`src/rtl/sba_pkg.sv`:
```
// shared types, constants and tables of the size-class buffer allocator
package sba_pkg;

  localparam int NUM_CLASSES = 6;
  localparam int STACK_DEPTH = 256;
  localparam int MAP_ENTRIES = 32;

  localparam int GRANULE_SHIFT = 6;
  localparam int ADDR_W        = 32;
  localparam int SIZE_W        = 12;
  localparam int CLS_W         = 3;
  localparam int CLS_IDX_W     = (NUM_CLASSES > 1) ? $clog2(NUM_CLASSES) : 1;
  localparam int MAP_IDX_W     = $clog2(MAP_ENTRIES);
  localparam int CNT_W         = $clog2(STACK_DEPTH + 1);
  localparam int SLOT_W        = $clog2(STACK_DEPTH);
  localparam int MEM_DEPTH     = NUM_CLASSES * STACK_DEPTH;
  localparam int MEM_AW        = $clog2(MEM_DEPTH);
  localparam int TOTAL_W       = 17;
  localparam int GIDX_W        = TOTAL_W - GRANULE_SHIFT;

  // register indexes of the configuration port
  localparam logic [2:0] CFG_POOL_BASE   = 3'd0;
  localparam logic [2:0] CFG_POOL_SIZE   = 3'd1;
  localparam logic [2:0] CFG_ALIGN_SIZE  = 3'd2;
  localparam logic [2:0] CFG_HEADER      = 3'd3;
  localparam logic [2:0] CFG_FREE_MASK   = 3'd4;

  localparam logic [SIZE_W-1:0] CLASS_BYTES [NUM_CLASSES] = '{
    12'd64, 12'd128, 12'd256, 12'd512, 12'd1024, 12'd2048
  };

  localparam logic [CLS_W-1:0] CLASS_MAP [MAP_ENTRIES] = '{
    3'd0, 3'd1, 3'd2, 3'd2, 3'd3, 3'd3, 3'd3, 3'd3,
    3'd4, 3'd4, 3'd4, 3'd4, 3'd4, 3'd4, 3'd4, 3'd4,
    3'd5, 3'd5, 3'd5, 3'd5, 3'd5, 3'd5, 3'd5, 3'd5,
    3'd5, 3'd5, 3'd5, 3'd5, 3'd5, 3'd5, 3'd5, 3'd5
  };

  typedef enum logic [1:0] {
    REQ_ALLOC     = 2'd0,
    REQ_FREE      = 2'd1,
    REQ_COND_FREE = 2'd2,
    REQ_RSVD      = 2'd3
  } sba_req_t;

  typedef enum logic [2:0] {
    STAT_OK        = 3'd0,
    STAT_TOO_LARGE = 3'd1,
    STAT_EXHAUSTED = 3'd2,
    STAT_SKIPPED   = 3'd3,
    STAT_OVERFLOW  = 3'd4
  } sba_status_t;

  typedef enum logic [1:0] {
    OP_ALLOC,
    OP_PUSH,
    OP_REJECT
  } sba_op_kind_t;

  typedef enum logic [1:0] {
    ST_IDLE,
    ST_MEM,
    ST_RESP
  } sba_state_t;

  // decoded request, held while the stack engine works on it
  typedef struct packed {
    sba_op_kind_t       kind;
    sba_status_t        rej_status;
    logic [CLS_W-1:0]   cls;
    logic [ADDR_W-1:0]  addr;
  } sba_op_t;

  // outcome of the stack access, registered by the engine
  typedef struct packed {
    sba_status_t        status;
    logic               is_alloc;
    logic               pop;
    logic [ADDR_W-1:0]  bump_addr;
    logic [SIZE_W-1:0]  usable;
    logic [CLS_W-1:0]   cls;
  } sba_res_t;

  function automatic logic [MEM_AW-1:0] stack_entry(logic [CLS_W-1:0] cls,
                                                    logic [SLOT_W-1:0] slot);
    stack_entry = MEM_AW'(cls) * MEM_AW'(STACK_DEPTH) + MEM_AW'(slot);
  endfunction

endpackage

```
`src/rtl/sba_req_decode.sv`:
```
// request decode: size to class mapping and free qualification
module sba_req_decode (
  input  logic [1:0]                req_type,
  input  logic [15:0]               buf_size,
  input  logic [15:0]               pkg_flag,
  input  logic [31:0]               block_addr,
  input  logic [2:0]                free_class,
  input  logic [8:0]                align_size,
  input  logic [7:0]                header_bytes,
  input  logic [15:0]               free_flag_mask,
  output sba_pkg::sba_op_t          op
);

  logic [sba_pkg::TOTAL_W-1:0] total;
  logic [sba_pkg::GIDX_W-1:0]  gidx;
  logic [sba_pkg::CLS_W-1:0]   map_cls;
  logic                        too_large;
  logic                        flag_ok;

  assign total     = sba_pkg::TOTAL_W'(buf_size) + sba_pkg::TOTAL_W'(header_bytes)
                   + sba_pkg::TOTAL_W'(align_size);
  assign gidx      = total[sba_pkg::TOTAL_W-1:sba_pkg::GRANULE_SHIFT];
  assign map_cls   = sba_pkg::CLASS_MAP[gidx[sba_pkg::MAP_IDX_W-1:0]];
  assign too_large = (gidx >= sba_pkg::GIDX_W'(sba_pkg::MAP_ENTRIES))
                   || (map_cls >= sba_pkg::CLS_W'(sba_pkg::NUM_CLASSES));
  assign flag_ok   = (pkg_flag & free_flag_mask) != 16'd0;

  always_comb begin
    op.kind       = sba_pkg::OP_REJECT;
    op.rej_status = sba_pkg::STAT_SKIPPED;
    op.cls        = free_class;
    op.addr       = block_addr;
    unique case (sba_pkg::sba_req_t'(req_type))
      sba_pkg::REQ_ALLOC: begin
        op.cls = map_cls;
        if (too_large) begin
          op.rej_status = sba_pkg::STAT_TOO_LARGE;
        end else begin
          op.kind = sba_pkg::OP_ALLOC;
        end
      end
      sba_pkg::REQ_FREE: begin
        if (free_class < sba_pkg::CLS_W'(sba_pkg::NUM_CLASSES)) begin
          op.kind = sba_pkg::OP_PUSH;
        end
      end
      sba_pkg::REQ_COND_FREE: begin
        if (free_class < sba_pkg::CLS_W'(sba_pkg::NUM_CLASSES) && flag_ok) begin
          op.kind = sba_pkg::OP_PUSH;
        end
      end
      default: begin
        op.kind = sba_pkg::OP_REJECT;
      end
    endcase
  end

endmodule

```
`config.mk`:
```
export PLATFORM = sky130hd
export DESIGN_NAME = sba_req_decode
export DESIGN_NICKNAME = d
export VERILOG_FILES = /design/src/rtl/sba_pkg.sv /design/src/rtl/sba_req_decode.sv
export SDC_FILE = /design/constraint.sdc
export NUM_CORES = 1
export LEC_CHECK = 0
export ABC_AREA = 1
export ABC_CLOCK_PERIOD_IN_PS = 5100
export CORE_AREA = 3 3 53 55
export DETAILED_ROUTE_END_ITERATION = 10
export DIE_AREA = 0 0 56 58
export DONT_BUFFER_PORTS = 1
export PLACE_DENSITY = 0.81
export SLEW_MARGIN = 20
export SYNTH_ARGS = -nofsm -noshare
export SYNTH_HDL_FRONTEND = slang
export SYNTH_SLANG_ARGS = --single-unit
export TNS_END_PERCENT = 5
```
`constraint.sdc`:
```
create_clock -name vclk -period 5.1
set_input_delay 0.51 -clock vclk [all_inputs]
set_output_delay 0.51 -clock vclk [all_outputs]
set_load 0.005 [all_outputs]
```
==> flow_summary.json <==
{
  "finalCriticalPeriod_ns": 2.98,
  "drcViolationCount": 0,
  "via_count_of_the_first_global_routing_pass": 1110,
  "highest_count_cells_in_the_layout_ignoring_fill_and_taps": "nand2_1, inv_1, nor2_1",
  "hold_end": "op[0]",
  "ir_worst_vdd_mv": 0.0808,
  "antennaDiodeCount": 0,
  "min_delay_path_depth": 0,
  "cts-resized-gates": 0,
  "power.density_mw_per_mm2": 130,
  "post-dp-hpwl_um": 2640,
  "clock_power_share_pct": 0,
  "cp.required_ns": 4.59,
  "post_drt_via_cell_ratio": 5.17,
  "place.gp.congestion": 0.883,
  "type_of_destination_of_the_critical_path": "output pin",
  "seqCellArea_um2": 0,
  "grtUsageTotal_pct": 16.2,
  "overall_die_area_mm2": 0.00325,
  "fmax_ghz": 0.336,
  "sw_frac_of_total_pct": 62.3,
  "dr_total_vias": 1209,
  "ant_nets": 0,
  "synthesis.nets": 357,
  "post_cts_hold_buffer_count": 0,
  "finalNetCount": 325,
  "power_switching_w": 0.0000921,
  "global_route.usage.met1_pct": 20.5,
  "pin_count_of_the_biggest_net_entering_global_routing": 6,
  "setup-tns-final_ns": 0,
  "synth.cell_area_mm2": 0.00135,
  "hold_slack_ns": 1.02,
  "hold_path.class": "input pin to output pin",
  "floorplan.initialDensity_pct": 55.6,
  "hold_viol_final": 0,
  "drive_gt1_share_pct": 4.41,
  "first_iter_violations": 29,
  "report.final.slew_viol_count": 0,
  "sequential_to_total_area_share_from_yosys_stat_pct": 0,
  "grt_setup_unrepaired": "no",
  "global_route.usage.met2_pct": 30.1,
  "arrival_ns": 2.47,
  "drt_pre_antenna_iters": 4,
  "synthesis.area_per_instance_um2": 5.68,
  "worst_path_max_fanout": 3,
  "combPwrFrac_pct": 100.0,
  "power_leakage_nw": 0.694,
  "worst_setup_path_start_kind": "input pin",
  "outcome": "finished clean",
  "grt_first_pass_wirelength_um": 4470,
  "rows": 18,
  "clockBufferCount": 0,
  "grt_util_met3_pct": 2.00,
  "num_ports": 142,
  "share_seq_of_total_power_pct": 0,
  "period_utilization_post_route_pct": 58.4,
  "synth_top_area_share_pct": 19.1,
  "hold_path.startpoint": "block_addr[0]",
  "die_x_um": 56,
  "initial_antenna_violation_count": 0,
  "grt-busiest-layer": "met2",
  "synthDistinctLibCells": 25,
  "sequential_cells": 0,
  "yosys_top_cell_by_area": "nand2_1",
  "number_of_i_o_port_buffers": 0,
  "relative_area_change_from_synthesis_to_final_layout_pct": -16.1,
  "detail_route.wirelength_um": 2840,
  "synthCells": 238,
  "cell_internal_pwr_w": 0.0000556,
  "setup_violations": 0,
  "critPathKind": "input pin to output pin",
  "avgRoutedWirePerCell_um": 12.1,
  "post-cts-setup-buffer-count": 0,
  "gr-total-overflow": 0,
  "core_area_mm2": 0.00243,
  "ys_warn_count": 0,
  "mostFrequentLayoutCell": "nand2_1",
  "timing.max_cap.violations": 0,
  "die_height_um": 58,
  "yosys-top-cells-area": "nand2_1, buf_4, inv_1"
}
==> synthesized netlist by cell type <==
cell type and number:
nand2_1 69, inv_1 43, buf_4 34, nor2_1 17
a21oi_1 14, nand3_1 12, ha_1 10, fa_1 7
o21ai_0 6, nand2_2 5, a221oi_1 4, conb_1 2
nand3b_1 2, xor2_1 2, and2_0 1, and2_1 1
inv_2 1, nand3_2 1, nand4_1 1, nor2_4 1
nor3_2 1, o21ai_1 1, o31ai_1 1, or2_1 1
xnor2_1 1
==> area by class of cell <==
type	count	area (um2)
multi-input cells	160	932
inverters	44	165
well taps	30	37.5
fillers	265	1300
==> worst max path at each step <==
stage,depth (start not counted),slack [ns],endpoint,startpoint
final,13,2.12,op[33],buf_size[3]
after global routing,13,1.86,op[33],buf_size[3]
after CTS,13,2.11,op[33],buf_size[3]
after detailed placement,13,2.12,op[33],buf_size[3]
after global placement,15,2.17,op[32],buf_size[5]
after floorplan,13,2.31,op[33],buf_size[3]
==> metal layers <==
metal | part of all wire (%) | wire (um)
met2 | 49 | 1400
met1 | 41 | 1170
met3 | 8.7 | 246
met4 | 0.67 | 19
met5 | 0 | 0
==> critical path, cell delays in order <==
cell	delay (ns)
inv_1	0.03
fa_1	0.52
inv_1	0.04
ha_1	0.31
a21oi_1	0.16
nor2_1	0.06
nor2_1	0.08
nand2_1	0.10
a21oi_1	0.17
o21ai_0	0.09
nor2_1	0.17
nand3_1	0.10
nand2_1	0.12
==> logic make-up (layout without fill, tap and decap cells) <==
kind of cell,Yosys count,in the layout,synth area share (%)
compound gates,26,26,10.9
xor+xnor,3,3,1.94
fa+ha+maj,17,17,19.6
buf+inv,78,44,31.1
other cells,2,2,0.555
simple gates,112,112,35.9
==> per-stage QoR <==
stage	area (um2)	setup WS, ns	util, %	total power (W)	cells
after floorplan	1350	2.31	-	0.000145	238
after global routing	1130	1.86	46.7	0.000174	234
after CTS	1130	2.11	46.7	0.000149	234
final	1130	2.12	46.7	0.000148	234
after global placement	1130	2.17	46.7	0.000146	234
after detailed placement	1130	2.12	46.7	0.000148	234
==> power by group through the flow <==
stage | clock [W] | sequential [W] | combinational, W
4_1_cts | 0 | 0 | 0.000149
6_report | 0 | 0 | 0.000148
2_1_floorplan | 0 | 0 | 0.000145
5_1_grt | 0 | 0 | 0.000174
3_5_place_dp | 0 | 0 | 0.000148
3_3_place_gp | 0 | 0 | 0.000146
(Power assumes the default switching activity.)
